`src/rtl/assert_macros.svh`:
```
// ----------------------------------------------------------------------------
// assert_macros.svh
// Shared concurrent assertion macros for the access gate controller.
// ----------------------------------------------------------------------------
`ifndef ASSERT_MACROS_SVH
`define ASSERT_MACROS_SVH

// Condition must hold at every clock edge out of reset.
`define AGC_ASSERT_ALWAYS(label, clk, rst_n, cond, msg) \
	label: assert property (@(posedge clk) disable iff (!rst_n) (cond)) \
		else $error(msg);

// Consequent must hold in the same cycle as the antecedent.
`define AGC_ASSERT_IMPLIES(label, clk, rst_n, ante, cons, msg) \
	label: assert property (@(posedge clk) disable iff (!rst_n) (ante) |-> (cons)) \
		else $error(msg);

`endif

```
`src/rtl/agc_pkg.sv`:
```
// ----------------------------------------------------------------------------
// agc_pkg
// Types, codes, member table and helpers for the access gate controller.
// ----------------------------------------------------------------------------
`default_nettype none

package agc_pkg;

	localparam int MEMBER_SLOTS = 8;
	localparam int TIMER_BITS   = 16;
	localparam int DELAY_W      = 16;
	localparam int IR_W         = 10;
	localparam int UID_W        = 32;
	localparam int ID_W         = 8;
	localparam int CFG_IDX_W    = 8;
	localparam int CFG_DATA_W   = 16;
	localparam int CMP_W        = (TIMER_BITS > DELAY_W) ? TIMER_BITS : DELAY_W;

	localparam int QUEUE_DEPTH  = 2;
	localparam int QUEUE_PTR_W  = (QUEUE_DEPTH > 1) ? $clog2(QUEUE_DEPTH) : 1;
	localparam int QUEUE_CNT_W  = $clog2(QUEUE_DEPTH + 1);

	localparam logic [TIMER_BITS-1:0] TIMER_MAX = {TIMER_BITS{1'b1}};
	localparam logic [ID_W-1:0]       ID_NONE   = {ID_W{1'b1}};

	// Configuration register indexes
	localparam logic [CFG_IDX_W-1:0] REG_PROMPT_DELAY = CFG_IDX_W'(0);
	localparam logic [CFG_IDX_W-1:0] REG_PASS_ARM     = CFG_IDX_W'(1);
	localparam logic [CFG_IDX_W-1:0] REG_MESSAGE_HOLD = CFG_IDX_W'(2);
	localparam logic [CFG_IDX_W-1:0] REG_IR_THRESHOLD = CFG_IDX_W'(3);

	localparam logic [DELAY_W-1:0] RST_PROMPT_DELAY = DELAY_W'(1200);
	localparam logic [DELAY_W-1:0] RST_PASS_ARM     = DELAY_W'(1500);
	localparam logic [DELAY_W-1:0] RST_MESSAGE_HOLD = DELAY_W'(10000);
	localparam logic [IR_W-1:0]    RST_IR_THRESHOLD = IR_W'(450);

	// Screen codes
	localparam logic [2:0] SCR_UNCHANGED = 3'd0;
	localparam logic [2:0] SCR_IDLE      = 3'd1;
	localparam logic [2:0] SCR_WELCOME   = 3'd2;
	localparam logic [2:0] SCR_DENIED    = 3'd3;
	localparam logic [2:0] SCR_PROMPT    = 3'd4;
	localparam logic [2:0] SCR_GATE_OPEN = 3'd5;
	localparam logic [2:0] SCR_ENTRY     = 3'd6;

	// Buzzer codes
	localparam logic [1:0] BUZ_NONE    = 2'd0;
	localparam logic [1:0] BUZ_SUCCESS = 2'd1;
	localparam logic [1:0] BUZ_ERROR   = 2'd2;

	// Access log codes
	localparam logic [1:0] LOG_NONE    = 2'd0;
	localparam logic [1:0] LOG_GRANTED = 2'd1;
	localparam logic [1:0] LOG_DENIED  = 2'd2;

	typedef struct packed {
		logic [DELAY_W-1:0] prompt_delay;
		logic [DELAY_W-1:0] pass_arm;
		logic [DELAY_W-1:0] message_hold;
		logic [IR_W-1:0]    ir_threshold;
	} cfg_t;

	typedef struct packed {
		logic             used;
		logic [UID_W-1:0] uid;
		logic             active;
		logic [ID_W-1:0]  id;
	} member_t;

	// Classified tick, handed from the front end to the back end
	typedef struct packed {
		logic            fall_edge;
		logic            ir_below;
		logic            card;
		logic            card_ok;
		logic [ID_W-1:0] card_id;
	} tick_cls_t;

	typedef struct packed {
		logic [2:0]      screen;
		logic [1:0]      buzzer;
		logic [1:0]      access_log;
		logic [ID_W-1:0] logged_member_id;
		logic            gate_opened_event;
		logic            entry_completed_event;
		logic [ID_W-1:0] session_member_id;
	} result_t;

	// Fixed member list; slots past the list are empty
	function automatic member_t member_at(input int slot);
		member_t m;
		m = '0;
		case (slot)
			0: m = '{1'b1, 32'h3B7D483C, 1'b1, 8'd1};
			1: m = '{1'b1, 32'h3B5CB33C, 1'b1, 8'd2};
			2: m = '{1'b1, 32'h2B40B13C, 1'b1, 8'd3};
			3: m = '{1'b1, 32'h3B15113C, 1'b0, 8'd4};
			4: m = '{1'b1, 32'hCEAECFBD, 1'b1, 8'd5};
			5: m = '{1'b1, 32'h53BEA9FA, 1'b1, 8'd6};
			6: m = '{1'b1, 32'h2545FD00, 1'b1, 8'd7};
			default: m = '0;
		endcase
		return m;
	endfunction

	function automatic logic [TIMER_BITS-1:0] tick_up(input logic [TIMER_BITS-1:0] c);
		return (c == TIMER_MAX) ? c : c + TIMER_BITS'(1);
	endfunction

	function automatic logic timer_reached(input logic [TIMER_BITS-1:0] t,
		input logic [DELAY_W-1:0] d);
		return CMP_W'(t) >= CMP_W'(d);
	endfunction

endpackage

`default_nettype wire

```
`src/rtl/agc_if.sv`:
```
// ----------------------------------------------------------------------------
// agc_if
// Valid/ready channel interfaces: tick input, result output, register write.
// ----------------------------------------------------------------------------
`default_nettype none

interface agc_tick_if;
	logic                             valid;
	logic                             ready;
	logic                             button_level;
	logic [agc_pkg::IR_W-1:0]         ir_sample;
	logic                             card_present;
	logic [agc_pkg::UID_W-1:0]        card_uid;
	logic                             uid_is_four_bytes;

	modport source(output valid, output button_level, output ir_sample,
		output card_present, output card_uid, output uid_is_four_bytes, input ready);
	modport sink(input valid, input button_level, input ir_sample,
		input card_present, input card_uid, input uid_is_four_bytes, output ready);
endinterface

interface agc_result_if;
	logic                             valid;
	logic                             ready;
	logic [2:0]                       screen;
	logic [1:0]                       buzzer;
	logic [1:0]                       access_log;
	logic signed [agc_pkg::ID_W-1:0]  logged_member_id;
	logic                             gate_opened_event;
	logic                             entry_completed_event;
	logic signed [agc_pkg::ID_W-1:0]  session_member_id;

	modport source(output valid, output screen, output buzzer, output access_log,
		output logged_member_id, output gate_opened_event,
		output entry_completed_event, output session_member_id, input ready);
	modport sink(input valid, input screen, input buzzer, input access_log,
		input logged_member_id, input gate_opened_event,
		input entry_completed_event, input session_member_id, output ready);
endinterface

interface agc_cfg_if;
	logic                               valid;
	logic                               ready;
	logic [agc_pkg::CFG_IDX_W-1:0]      index;
	logic [agc_pkg::CFG_DATA_W-1:0]     data;

	modport source(output valid, output index, output data, input ready);
	modport sink(input valid, input index, input data, output ready);
endinterface

`default_nettype wire

```
`src/rtl/agc_front.sv`:
```
// ----------------------------------------------------------------------------
// agc_front
// Accepts tick beats, detects the button edge, checks the IR sample and
// looks the card up in the member table, then pushes the classified tick.
// ----------------------------------------------------------------------------
`default_nettype none

module agc_front (
	input  logic                     clk,
	input  logic                     arst_n,
	agc_tick_if.sink                 tick,
	input  logic [agc_pkg::IR_W-1:0] ir_threshold,
	input  logic                     full,
	output logic                     push,
	output agc_pkg::tick_cls_t       push_data
);

	logic                       last_button_q;
	logic                       found;
	logic                       active;
	logic [agc_pkg::ID_W-1:0]   id;
	agc_pkg::member_t           m;

	assign tick.ready = !full;
	assign push       = tick.valid && !full;

	// Walk from the top slot down so the lowest matching slot wins
	always_comb begin
		found  = 1'b0;
		active = 1'b0;
		id     = agc_pkg::ID_NONE;
		m      = '0;
		for (int i = agc_pkg::MEMBER_SLOTS - 1; i >= 0; i--) begin
			m = agc_pkg::member_at(i);
			if (tick.uid_is_four_bytes && m.used && m.uid == tick.card_uid) begin
				found  = 1'b1;
				active = m.active;
				id     = m.id;
			end
		end
	end

	always_comb begin
		push_data.fall_edge = last_button_q && !tick.button_level;
		push_data.ir_below  = tick.ir_sample < ir_threshold;
		push_data.card      = tick.card_present;
		push_data.card_ok   = found && active;
		push_data.card_id   = found ? id : agc_pkg::ID_NONE;
	end

	always_ff @(posedge clk or negedge arst_n) begin
		if (!arst_n) begin
			last_button_q <= 1'b1;
		end else if (push) begin
			last_button_q <= tick.button_level;
		end
	end

endmodule

`default_nettype wire

```
`src/rtl/agc_queue.sv`:
```
// ----------------------------------------------------------------------------
// agc_queue
// Short FIFO of classified ticks between the front end and the back end.
// ----------------------------------------------------------------------------
`default_nettype none

`include "assert_macros.svh"

module agc_queue (
	input  logic               clk,
	input  logic               arst_n,
	input  logic               push,
	input  agc_pkg::tick_cls_t push_data,
	input  logic               pop,
	output logic               full,
	output logic               empty,
	output agc_pkg::tick_cls_t head
);

	agc_pkg::tick_cls_t                 entry_q [agc_pkg::QUEUE_DEPTH];
	logic [agc_pkg::QUEUE_PTR_W-1:0]    wr_ptr_q;
	logic [agc_pkg::QUEUE_PTR_W-1:0]    rd_ptr_q;
	logic [agc_pkg::QUEUE_CNT_W-1:0]    count_q;

	localparam logic [agc_pkg::QUEUE_PTR_W-1:0] PTR_LAST =
		agc_pkg::QUEUE_PTR_W'(agc_pkg::QUEUE_DEPTH - 1);
	localparam logic [agc_pkg::QUEUE_CNT_W-1:0] CNT_FULL =
		agc_pkg::QUEUE_CNT_W'(agc_pkg::QUEUE_DEPTH);

	assign full  = count_q == CNT_FULL;
	assign empty = count_q == '0;
	assign head  = entry_q[rd_ptr_q];

	always_ff @(posedge clk) begin
		if (push) begin
			entry_q[wr_ptr_q] <= push_data;
		end
	end

	always_ff @(posedge clk or negedge arst_n) begin
		if (!arst_n) begin
			wr_ptr_q <= '0;
			rd_ptr_q <= '0;
			count_q  <= '0;
		end else begin
			if (push) begin
				wr_ptr_q <= (wr_ptr_q == PTR_LAST) ? '0 : wr_ptr_q + 1'b1;
			end
			if (pop) begin
				rd_ptr_q <= (rd_ptr_q == PTR_LAST) ? '0 : rd_ptr_q + 1'b1;
			end
			case ({push, pop})
				2'b10:   count_q <= count_q + 1'b1;
				2'b01:   count_q <= count_q - 1'b1;
				default: count_q <= count_q;
			endcase
		end
	end

	`AGC_ASSERT_ALWAYS(a_count_bound, clk, arst_n, count_q <= CNT_FULL, "queue overfilled")
	`AGC_ASSERT_IMPLIES(a_no_pop_empty, clk, arst_n, pop, !empty, "pop from empty queue")
	`AGC_ASSERT_IMPLIES(a_no_push_full, clk, arst_n, push, !full, "push into full queue")

endmodule

`default_nettype wire

```
`src/rtl/agc_back.sv`:
```
// ----------------------------------------------------------------------------
// agc_back
// Session engine: advances the elapsed-time counters, applies button, IR,
// prompt, timeout and card steps for one tick and registers the result.
// ----------------------------------------------------------------------------
`default_nettype none

`include "assert_macros.svh"

module agc_back (
	input  logic               clk,
	input  logic               arst_n,
	input  agc_pkg::cfg_t      cfg,
	input  logic               empty,
	input  agc_pkg::tick_cls_t head,
	output logic               pop,
	agc_result_if.source       result
);

	logic                               granted_q;
	logic                               pass_logged_q;
	logic                               gate_open_q;
	logic                               prompt_pending_q;
	logic                               status_showing_q;
	logic [agc_pkg::TIMER_BITS-1:0]     since_opened_q;
	logic [agc_pkg::TIMER_BITS-1:0]     since_grant_q;
	logic [agc_pkg::TIMER_BITS-1:0]     since_status_q;
	logic [agc_pkg::ID_W-1:0]           session_id_q;
	logic                               out_valid_q;
	agc_pkg::result_t                   out_q;

	logic                               g_d, pl_d, go_d, pp_d, sh_d;
	logic [agc_pkg::TIMER_BITS-1:0]     so_d, sg_d, ss_d;
	logic [agc_pkg::ID_W-1:0]           sid_d;
	agc_pkg::result_t                   res_d;

	// Take the next tick when the output register is free or being drained
	assign pop = !empty && (!out_valid_q || result.ready);

	always_comb begin
		g_d   = granted_q;
		pl_d  = pass_logged_q;
		go_d  = gate_open_q;
		pp_d  = prompt_pending_q;
		sh_d  = status_showing_q;
		sid_d = session_id_q;
		so_d  = agc_pkg::tick_up(since_opened_q);
		sg_d  = agc_pkg::tick_up(since_grant_q);
		ss_d  = agc_pkg::tick_up(since_status_q);

		res_d                       = '0;
		res_d.screen                = agc_pkg::SCR_UNCHANGED;
		res_d.buzzer                = agc_pkg::BUZ_NONE;
		res_d.access_log            = agc_pkg::LOG_NONE;
		res_d.logged_member_id      = agc_pkg::ID_NONE;

		// Button press: open the gate or drop the session
		if (head.fall_edge) begin
			if (g_d && !go_d) begin
				go_d                    = 1'b1;
				pp_d                    = 1'b0;
				so_d                    = '0;
				res_d.buzzer            = agc_pkg::BUZ_SUCCESS;
				res_d.gate_opened_event = 1'b1;
				res_d.screen            = agc_pkg::SCR_GATE_OPEN;
				ss_d                    = '0;
				sh_d                    = 1'b1;
			end else begin
				g_d          = 1'b0;
				pl_d         = 1'b0;
				go_d         = 1'b0;
				pp_d         = 1'b0;
				sid_d        = agc_pkg::ID_NONE;
				res_d.screen = agc_pkg::SCR_IDLE;
				sh_d         = 1'b0;
			end
		end

		// Person passed the armed sensor
		if (g_d && go_d && !pl_d && head.ir_below &&
			agc_pkg::timer_reached(so_d, cfg.pass_arm)) begin
			res_d.entry_completed_event = 1'b1;
			pl_d                        = 1'b1;
			g_d                         = 1'b0;
			go_d                        = 1'b0;
			res_d.screen                = agc_pkg::SCR_ENTRY;
			ss_d                        = '0;
			sh_d                        = 1'b1;
		end

		if (pp_d && g_d && !go_d && agc_pkg::timer_reached(sg_d, cfg.prompt_delay)) begin
			pp_d         = 1'b0;
			res_d.screen = agc_pkg::SCR_PROMPT;
			ss_d         = '0;
			sh_d         = 1'b1;
		end

		if (sh_d && agc_pkg::timer_reached(ss_d, cfg.message_hold)) begin
			res_d.screen = agc_pkg::SCR_IDLE;
			sh_d         = 1'b0;
		end

		if (head.card) begin
			res_d.screen           = head.card_ok ? agc_pkg::SCR_WELCOME : agc_pkg::SCR_DENIED;
			ss_d                   = '0;
			sh_d                   = 1'b1;
			res_d.logged_member_id = head.card_id;
			go_d                   = 1'b0;
			so_d                   = '0;
			if (head.card_ok) begin
				g_d              = 1'b1;
				pl_d             = 1'b0;
				pp_d             = 1'b1;
				sg_d             = '0;
				sid_d            = head.card_id;
				res_d.buzzer     = agc_pkg::BUZ_SUCCESS;
				res_d.access_log = agc_pkg::LOG_GRANTED;
			end else begin
				g_d              = 1'b0;
				pp_d             = 1'b0;
				res_d.buzzer     = agc_pkg::BUZ_ERROR;
				res_d.access_log = agc_pkg::LOG_DENIED;
			end
		end

		res_d.session_member_id = sid_d;
	end

	always_ff @(posedge clk or negedge arst_n) begin
		if (!arst_n) begin
			granted_q        <= 1'b0;
			pass_logged_q    <= 1'b0;
			gate_open_q      <= 1'b0;
			prompt_pending_q <= 1'b0;
			status_showing_q <= 1'b0;
			since_opened_q   <= '0;
			since_grant_q    <= '0;
			since_status_q   <= '0;
			session_id_q     <= agc_pkg::ID_NONE;
			out_valid_q      <= 1'b0;
		end else begin
			if (pop) begin
				granted_q        <= g_d;
				pass_logged_q    <= pl_d;
				gate_open_q      <= go_d;
				prompt_pending_q <= pp_d;
				status_showing_q <= sh_d;
				since_opened_q   <= so_d;
				since_grant_q    <= sg_d;
				since_status_q   <= ss_d;
				session_id_q     <= sid_d;
				out_valid_q      <= 1'b1;
			end else if (result.ready) begin
				out_valid_q      <= 1'b0;
			end
		end
	end

	always_ff @(posedge clk) begin
		if (pop) begin
			out_q <= res_d;
		end
	end

	assign result.valid                 = out_valid_q;
	assign result.screen                = out_q.screen;
	assign result.buzzer                = out_q.buzzer;
	assign result.access_log            = out_q.access_log;
	assign result.logged_member_id      = $signed(out_q.logged_member_id);
	assign result.gate_opened_event     = out_q.gate_opened_event;
	assign result.entry_completed_event = out_q.entry_completed_event;
	assign result.session_member_id     = $signed(out_q.session_member_id);

	`AGC_ASSERT_IMPLIES(a_open_needs_grant, clk, arst_n, gate_open_q, granted_q,
		"gate open without a grant")
	`AGC_ASSERT_IMPLIES(a_prompt_state, clk, arst_n, prompt_pending_q,
		granted_q && !gate_open_q, "prompt pending outside a closed granted session")
	`AGC_ASSERT_IMPLIES(a_logged_closed, clk, arst_n, pass_logged_q, !gate_open_q,
		"gate open after entry logged")

endmodule

`default_nettype wire

```
`src/rtl/access_gate_controller.sv`:
```
// Access gate controller, one tick beat per millisecond.
// Each accepted tick beat is held in the queue, then in the output register.
// Throughput: one tick per cycle while the queue has room; the two-entry queue
// and the output register keep the front end accepting while a result waits.
// Reset (arst_n low): registers at 1200/1500/10000/450, button released,
// session none, all flags and elapsed counters cleared, queue and output empty.
// ----------------------------------------------------------------------------
// access_gate_controller
// Top level: configuration registers, front end, tick queue and back end.
// ----------------------------------------------------------------------------
`default_nettype none

module access_gate_controller (
	input  logic         clk,
	input  logic         arst_n,
	agc_tick_if.sink     tick,
	agc_result_if.source result,
	agc_cfg_if.sink      cfg
);

	agc_pkg::cfg_t      cfg_q;
	agc_pkg::tick_cls_t push_data;
	agc_pkg::tick_cls_t head;
	logic               push;
	logic               pop;
	logic               full;
	logic               empty;

	assign cfg.ready = 1'b1;

	always_ff @(posedge clk or negedge arst_n) begin
		if (!arst_n) begin
			cfg_q.prompt_delay <= agc_pkg::RST_PROMPT_DELAY;
			cfg_q.pass_arm     <= agc_pkg::RST_PASS_ARM;
			cfg_q.message_hold <= agc_pkg::RST_MESSAGE_HOLD;
			cfg_q.ir_threshold <= agc_pkg::RST_IR_THRESHOLD;
		end else if (cfg.valid) begin
			// Drop writes to unknown indexes
			unique case (cfg.index)
				agc_pkg::REG_PROMPT_DELAY: cfg_q.prompt_delay <= cfg.data;
				agc_pkg::REG_PASS_ARM:     cfg_q.pass_arm     <= cfg.data;
				agc_pkg::REG_MESSAGE_HOLD: cfg_q.message_hold <= cfg.data;
				agc_pkg::REG_IR_THRESHOLD: cfg_q.ir_threshold <= cfg.data[agc_pkg::IR_W-1:0];
				default: ;
			endcase
		end
	end

	agc_front u_front (
		.clk          (clk),
		.arst_n       (arst_n),
		.tick         (tick),
		.ir_threshold (cfg_q.ir_threshold),
		.full         (full),
		.push         (push),
		.push_data    (push_data)
	);

	agc_queue u_queue (
		.clk       (clk),
		.arst_n    (arst_n),
		.push      (push),
		.push_data (push_data),
		.pop       (pop),
		.full      (full),
		.empty     (empty),
		.head      (head)
	);

	agc_back u_back (
		.clk    (clk),
		.arst_n (arst_n),
		.cfg    (cfg_q),
		.empty  (empty),
		.head   (head),
		.pop    (pop),
		.result (result)
	);

endmodule

`default_nettype wire

```
`src/flat_wrapper.sv`:
```
// flat-port wrapper written by rule: the top's interface ports become plain ports
module access_gate_controller_flat 
  (clk, arst_n, tick_valid, tick_button_level, tick_ir_sample, tick_card_present, tick_card_uid, tick_uid_is_four_bytes, tick_ready, result_valid, result_screen, result_buzzer, result_access_log, result_logged_member_id, result_gate_opened_event, result_entry_completed_event, result_session_member_id, result_ready, cfg_valid, cfg_index, cfg_data, cfg_ready);
  agc_tick_if tick_i ();
  agc_result_if result_i ();
  agc_cfg_if cfg_i ();
  input  logic clk;
  input  logic arst_n;
  input wire logic [$bits(tick_i.valid)-1:0] tick_valid;
  input wire logic [$bits(tick_i.button_level)-1:0] tick_button_level;
  input wire logic [$bits(tick_i.ir_sample)-1:0] tick_ir_sample;
  input wire logic [$bits(tick_i.card_present)-1:0] tick_card_present;
  input wire logic [$bits(tick_i.card_uid)-1:0] tick_card_uid;
  input wire logic [$bits(tick_i.uid_is_four_bytes)-1:0] tick_uid_is_four_bytes;
  output wire logic [$bits(tick_i.ready)-1:0] tick_ready;
  output wire logic [$bits(result_i.valid)-1:0] result_valid;
  output wire logic [$bits(result_i.screen)-1:0] result_screen;
  output wire logic [$bits(result_i.buzzer)-1:0] result_buzzer;
  output wire logic [$bits(result_i.access_log)-1:0] result_access_log;
  output wire logic [$bits(result_i.logged_member_id)-1:0] result_logged_member_id;
  output wire logic [$bits(result_i.gate_opened_event)-1:0] result_gate_opened_event;
  output wire logic [$bits(result_i.entry_completed_event)-1:0] result_entry_completed_event;
  output wire logic [$bits(result_i.session_member_id)-1:0] result_session_member_id;
  input wire logic [$bits(result_i.ready)-1:0] result_ready;
  input wire logic [$bits(cfg_i.valid)-1:0] cfg_valid;
  input wire logic [$bits(cfg_i.index)-1:0] cfg_index;
  input wire logic [$bits(cfg_i.data)-1:0] cfg_data;
  output wire logic [$bits(cfg_i.ready)-1:0] cfg_ready;
  assign tick_i.valid = tick_valid;
  assign tick_i.button_level = tick_button_level;
  assign tick_i.ir_sample = tick_ir_sample;
  assign tick_i.card_present = tick_card_present;
  assign tick_i.card_uid = tick_card_uid;
  assign tick_i.uid_is_four_bytes = tick_uid_is_four_bytes;
  assign tick_ready = tick_i.ready;
  assign result_valid = result_i.valid;
  assign result_screen = result_i.screen;
  assign result_buzzer = result_i.buzzer;
  assign result_access_log = result_i.access_log;
  assign result_logged_member_id = result_i.logged_member_id;
  assign result_gate_opened_event = result_i.gate_opened_event;
  assign result_entry_completed_event = result_i.entry_completed_event;
  assign result_session_member_id = result_i.session_member_id;
  assign result_i.ready = result_ready;
  assign cfg_i.valid = cfg_valid;
  assign cfg_i.index = cfg_index;
  assign cfg_i.data = cfg_data;
  assign cfg_ready = cfg_i.ready;
  access_gate_controller u_core (.clk(clk), .arst_n(arst_n), .tick(tick_i), .result(result_i), .cfg(cfg_i));
endmodule
```
`config.mk`:
```
export PLATFORM = sky130hd
export DESIGN_NAME = access_gate_controller_flat
export DESIGN_NICKNAME = d
export VERILOG_FILES = /design/src/rtl/agc_pkg.sv /design/src/rtl/agc_if.sv /design/src/rtl/agc_front.sv /design/src/rtl/agc_queue.sv /design/src/rtl/agc_back.sv /design/src/rtl/access_gate_controller.sv /design/src/flat_wrapper.sv
export VERILOG_INCLUDE_DIRS = /design/src /design/src/rtl
export SDC_FILE = /design/constraint.sdc
export NUM_CORES = 1
export LEC_CHECK = 0
export ABC_AREA = 1
export BUFFER_PORTS_ARGS = -buffer_cell sky130_fd_sc_hd__buf_4
export CELL_PAD_IN_SITES_DETAIL_PLACEMENT = 1
export CELL_PAD_IN_SITES_GLOBAL_PLACEMENT = 2
export CORE_UTILIZATION = 38
export DETAILED_ROUTE_END_ITERATION = 12
export PLACE_DENSITY = 0.84
export SLEW_MARGIN = 20
export SYNTH_ARGS = -nofsm -noshare
export SYNTH_HDL_FRONTEND = slang
export SYNTH_SLANG_ARGS = --single-unit
```
`constraint.sdc`:
```
create_clock -name clk -period 6.94 [get_ports clk]
set_input_delay 1.388 -clock clk [delete_from_list [all_inputs] [get_ports clk]]
set_output_delay 1.388 -clock clk [all_outputs]
set_load 0.02 [all_outputs]
```
Word level (Yosys, flattened, before mapping)
Memory sizes are Yosys's and may differ from the RTL's. Index checks and enable logic that the tools add are counted.

Reduce and logical (&&, ||, !) cells: 36. Add/subtract/negate cells: 7. Equality and inequality tests: 16. Muxes and demuxes: 75. Order comparisons: 4.

Operators with widths (number): 2-to-1 mux 16 bit (13); == test 30 x 32 -> 1 bit, first input constant (5); 2-to-1 mux 8 bit (12); adder 16 x 1 -> 16 bit, second input constant (3); == test 16 bit, second input constant (3); >= comparator 16 bit (3); 2-to-1 mux 1 bit (42); == test 31 x 32 -> 1 bit, first input constant (1); == test 32 bit, first input constant (1); logical AND 1 bit (20); == test 8 x 2 -> 1 bit, second input constant (2); 2-to-1 mux 15 bit (1); 2-to-1 mux 3 bit (4); < comparator 10 bit (1); == test 8 x 1 -> 1 bit, second input constant (1); logical NOT 8 bit (1); AND reduction 2 bit (4); logical NOT 1 bit (7); 2-to-1 mux 5 bit (1); == test 2 bit, second input constant (2); 2-to-1 mux 4 bit (1); case mux 2 bit (2 select lines) (1); nonzero test 2 bit (2); adder 1 bit, second input constant (2); other kinds (5) (5).

Word-level logic and storage cells: 164. Flip-flop bits (word level): 150. Output and inout bits: 28. Bits of input ports: 74. Memories kept: 1. Bits in writable memories: 24.

Memory list: u_core.u_queue.entry_q (words 2, bits a word 12, read ports 1, clocked after memory_dff 0, write ports 1, line agc_queue.sv:20) `agc_pkg::tick_cls_t entry_q [agc_pkg::QUEUE_DEPTH];`.

Depth between registers and ports, before layout
Word-level depth: 17. Mapped depth: 40. Mapped depth without buffers: 39.

Hierarchy
A second synthesis with hierarchy kept.

Cells, all modules: 1359. Area total of the unflattened synthesis: 10657.7 um^2.

Modules (own cells, without submodules): agc_back (area each 6119.6 um^2, instances 1, cells an instance 814, sequential area each 2282.2 um^2); access_gate_controller (area each 2508.7 um^2, instances 1, cells an instance 270, sequential area each 1476.4 um^2); agc_queue (area each 1099.8 um^2, instances 1, cells an instance 86, sequential area each 820.8 um^2); agc_front (area each 929.6 um^2, instances 1, cells an instance 189, sequential area each 26.3 um^2).

Worst setup path after synthesis
No wires, ideal clock.

Kind: register to register. From: register u_core.u_back.since_opened_q[0] (netlist bit). To: register u_core.u_back.out_q, in the netlist u_core.u_back.result.screen[0] (data pin). Arrival: 4.048 ns. Buffers on the path: 1. Setup slack: 2.639 ns. Stages on the path, launching flop included: 37. Period minus slack after synthesis: 4.301 ns. Cells stage by stage: dfrtp_1 -> ha_1 -> nand3_1 -> nor2_1 -> and2_1 -> nand2_1 -> nor2_1 -> nand2_2 -> nand3_1 -> inv_1 -> a21oi_1 -> nor2_1 -> ha_1 -> a21oi_1 -> nand2_1 -> nor2_1 -> nand2_1 -> nand2_1 -> nand2_1 -> nand2_4 -> nand4_4 -> nand3_4 -> buf_6 -> nor2_4 -> ha_1 -> nand2_1 -> inv_1 -> o21ai_0 -> a21oi_1 -> nor2_1 -> nand2_1 -> nor2_1 -> inv_1 -> nand2_1 -> nand2_1 -> nand2_1 -> nand2_1.

RTL lines: start: declaration (line agc_back.sv:25) `logic [agc_pkg::TIMER_BITS-1:0] since_opened_q;`; start signal: assignment (line agc_back.sv:136) `since_opened_q <= '0;`; start signal: assignment (line agc_back.sv:148) `since_opened_q <= so_d;`; end signal: assignment (line agc_back.sv:161) `out_q <= res_d;`; end: declaration (line agc_back.sv:30) `agc_pkg::result_t out_q;`.

==> reports/results.ini <==
[global_route]
antenna_found_initial=0
grt_remaining_overflow=0
grt_pass1_vias=8505
grt_max_degree=58
grtUsageTotal_pct=21.8
grt_pass1_wl_um=44400

[sta]
rsz0062_at_grt=false
slew_viol_final=0
hold_viol=0
setup_slack_ns=1.50
setup_viol=0
fmax_mhz=184
fin_crit_sh_pct=78.3
worst_pin_slew_ns=0.958
layout_min_cycle_time_ns=5.44
fin_worst_skew_ns=0.0173
tns_ns=0
slew_headroom_pct=35.9

[detailed_routing]
drt_iter0_drc=364
via_per_inst=5.01
met1Wirelength_um=13500
wl_met3_um=900
first_pass_iters=5
wirelength_um=26800
ant_nets=0
routed.top_layer=met4
dr_total_vias=8226
remaining_drc_errors=0
wl_per_cell_um=16.3
wl_met2_um=12300

[logic_synthesis]
syn_area_per_cell_um2=7.92
synth_flop_cell=dfrtp_1
synth_area_um2=9600
seq_area_frac_synth_pct=44.2
synth_cell_type_count=49
synthArstFlopShare_pct=77.6
synth_nets=1348
ys_ff_latch=161
synth_edf_count=36
syn_inst=1213
yosys_warnings=0

[floorplanning]
chipWidth_um=161
io_pins=102
start_util_pct=39.1
num_rows=57
chipHeight_um=161
core_um2=24500
dieArea_um2=25900

[clock_tree]
cts_buffers=17
cts_root_buf=clkbuf_16
cts_buffer_depth=2
insertion_delay_ns=0.44
hold_buffers=0
postCtsSetupBuffers=0
clk_pin_slew_ns=0.07
cts_resized=0
tritoncts=done
clock_sinks=161
cts_max_level=4

[flow_run]
maxCapViolCount=0

[worst_setup_path]
cp-end-kind=flop
crit_slowest_cell=dfrtp_1
slowest_delay_ns=0.58
worst_ep_required_time_ns=7.13
cp.arrival_ns=5.62
cp_max_fo=17
cp-start-kind=flop
crit_type=flop to flop
crit_top_cell=nand2_1

[layout]
n_fill_cell=3003
insertedDiodeCount=0
drive_above_1_share_pct=15.7
syn2layout_area_growth_pct=17.0
nNetsFinal=1441

[power]
p_leak_nw=5.35
peakVddDrop_mv=0.193
powerDensity_nw_per_um2=320

[place]
io_buffers=100
dp_slack_ns=1.55
hpwlAfterDp_um=20600
place.gp.congestion=0.846

[status]
status=finished, final reports clean

[worst_hold_path]
holdCritPathClass=flop to flop

-- synthesized netlist by cell type, types with 2 or more instances --
cell | number | share of area [%]
a21o_1 | 2 | 0.16
a21oi_1 | 48 | 2.5
a31oi_1 | 2 | 0.13
and2_1 | 2 | 0.13
and3_1 | 5 | 0.33
buf_2 | 3 | 0.16
buf_4 | 6 | 0.47
buf_6 | 2 | 0.23
clkbuf_1 | 20 | 0.78
dfrtp_1 | 96 | 25
dfstp_2 | 29 | 7.9
edfxtp_1 | 36 | 11
ha_1 | 61 | 7.9
inv_1 | 213 | 8.3
inv_2 | 6 | 0.23
mux2i_1 | 2 | 0.21
nand2_1 | 292 | 11
nand2_2 | 4 | 0.26
nand2_4 | 2 | 0.23
nand3_1 | 39 | 2.0
nand4_1 | 24 | 1.6
nor2_1 | 82 | 3.2
nor2_2 | 2 | 0.13
nor2_4 | 12 | 1.4
nor3_1 | 29 | 1.5
nor3b_1 | 3 | 0.23
nor4_1 | 9 | 0.59
o211ai_1 | 4 | 0.31
o21ai_0 | 106 | 5.5
o21ai_1 | 7 | 0.36
o21ai_2 | 2 | 0.18
o21bai_1 | 2 | 0.16
o22ai_1 | 19 | 1.2
o31ai_1 | 2 | 0.16
or2_2 | 7 | 0.46
xnor2_1 | 5 | 0.46
xor2_1 | 16 | 1.5
-- final timing paths --
kind | start | depth (start not counted) | slack [ns] | end
max | u_core.u_queue.rd_ptr_q | 32 | 1.50 | u_core.u_back.result.screen[0]
min | u_core.cfg_q[14] | 2 | 0.48 | u_core.cfg_q[14]
max reg2reg | u_core.u_queue.rd_ptr_q | 32 | 1.50 | u_core.u_back.result.screen[0]
min reg2reg | u_core.cfg_q[14] | 2 | 0.48 | u_core.cfg_q[14]
max in group asynchronous | arst_n | 2 | 4.83 | u_core.cfg_q[26]
min in group asynchronous | arst_n | 1 | 0.93 | u_core.u_back.since_opened_q[12]
-- cells by family after synthesis --
group	count (synthesis)	share of synthesized area, %
compound gates	198	11.1
xor+xnor	21	1.91
fa+ha+maj	61	7.95
buf+inv	250	10.2
flops	161	44.2
mux	2	0.208
other cells	1	0.0390
simple gates	519	24.3
-- routing by layer --
metal | global-route usage (%) | up-vias
met1 | 30.8 | 3940
met5 | 0 | -
met4 | 4.25 | 0
met2 | 35.3 | 151
met3 | 3.49 | 17
li1 | - | 4118
-- worst max-delay path, delay by kind of cell, from the launching register on --
family / cells / cell delay, ns
flip-flops: 1 / 0.58
adder cells (fa/ha/maj): 2 / 0.57
buffers and inverters: 5 / 0.70
AND/OR/NAND/NOR: 21 / 2.71
AO/OA/AOI/OAI: 4 / 0.60
-- through the flow --
step	hold slack (ns)	instance area, um^2	total power [mW]	util [%]	cells
after floorplan	0.449	9600	2.22	-	1213
after global placement	0.463	10700	2.64	43.4	1611
after detailed placement	0.466	10700	2.68	43.4	1611
after CTS	0.478	11200	3.65	45.8	1643
after global routing	0.495	11200	3.85	45.8	1643
final	0.475	11200	3.60	45.8	1643
-- sequential cells by signal, indices dropped and copies added (netlist names), 2 cells and up --
register                                cells
u_core.u_back.session_id_q                  8
u_core.cfg_q                               58
u_core.u_back.result.session_member_id      8
u_core.u_back.result.buzzer                 2
u_core.u_queue.count_q                      2
u_core.u_back.result.screen                 3
u_core.u_back.since_status_q               16
u_core.u_back.since_opened_q               16
u_core.u_queue.entry_q                     16
u_core.u_back.since_grant_q                16
u_core.u_back.result.logged_member_id       4
-- power by group --
group / total, mW / leakage (nW) / switching, mW / internal (mW)
combinational: 1.33 / 3.12 / 0.903 / 0.427
clock: 0.942 / 0.289 / 0.458 / 0.484
sequential: 1.32 / 1.94 / 0.111 / 1.21
total: 3.60 / 5.35 / 1.47 / 2.12
-- cells in the final DEF (no fill, tap or decap), types with 2 or more instances in the layout --
master     Yosys  final
a21o_1         2      2
a21oi_1       48     47
a21oi_4        1      2
a31oi_1        2      2
and2_1         2      2
and3_1         5      5
buf_4          6    105
clkbuf_16      0     17
clkinv_4       0      4
dfrtp_1       96     96
dfstp_2       29     29
edfxtp_1      36     36
ha_1          61     61
inv_1        213    213
inv_2          6      6
inv_6          0      3
inv_8          0      7
mux2i_1        2      2
nand2_1      292    292
nand2_2        4      4
nand2_4        2      2
nand3_1       39     39
nand4_1       24     24
nor2_1        82     82
nor2_2         2      2
nor2_4        12     12
nor3_1        29     29
nor3b_1        3      3
nor4_1         9      9
o211ai_1       4      4
o21ai_0      106    106
o21ai_1        7      7
o21ai_2        2      2
o21bai_1       2      2
o22ai_1       19     19
o31ai_1        2      2
or2_2          7      7
xnor2_1        5      5
xor2_1        16     16
-- layout make-up --
type / count / area [um^2] / area share (%)
clock buffer: 17 / 425 / 3.79
tap: 324 / 405 / 3.61
clock inverter: 15 / 156 / 1.39
timing repair buffer: 105 / 788 / 7.02
inverter: 219 / 822 / 7.32
multi-input combinational: 802 / 4390 / 39.1
sequential: 161 / 4250 / 37.8
(Power assumes the default switching activity.)
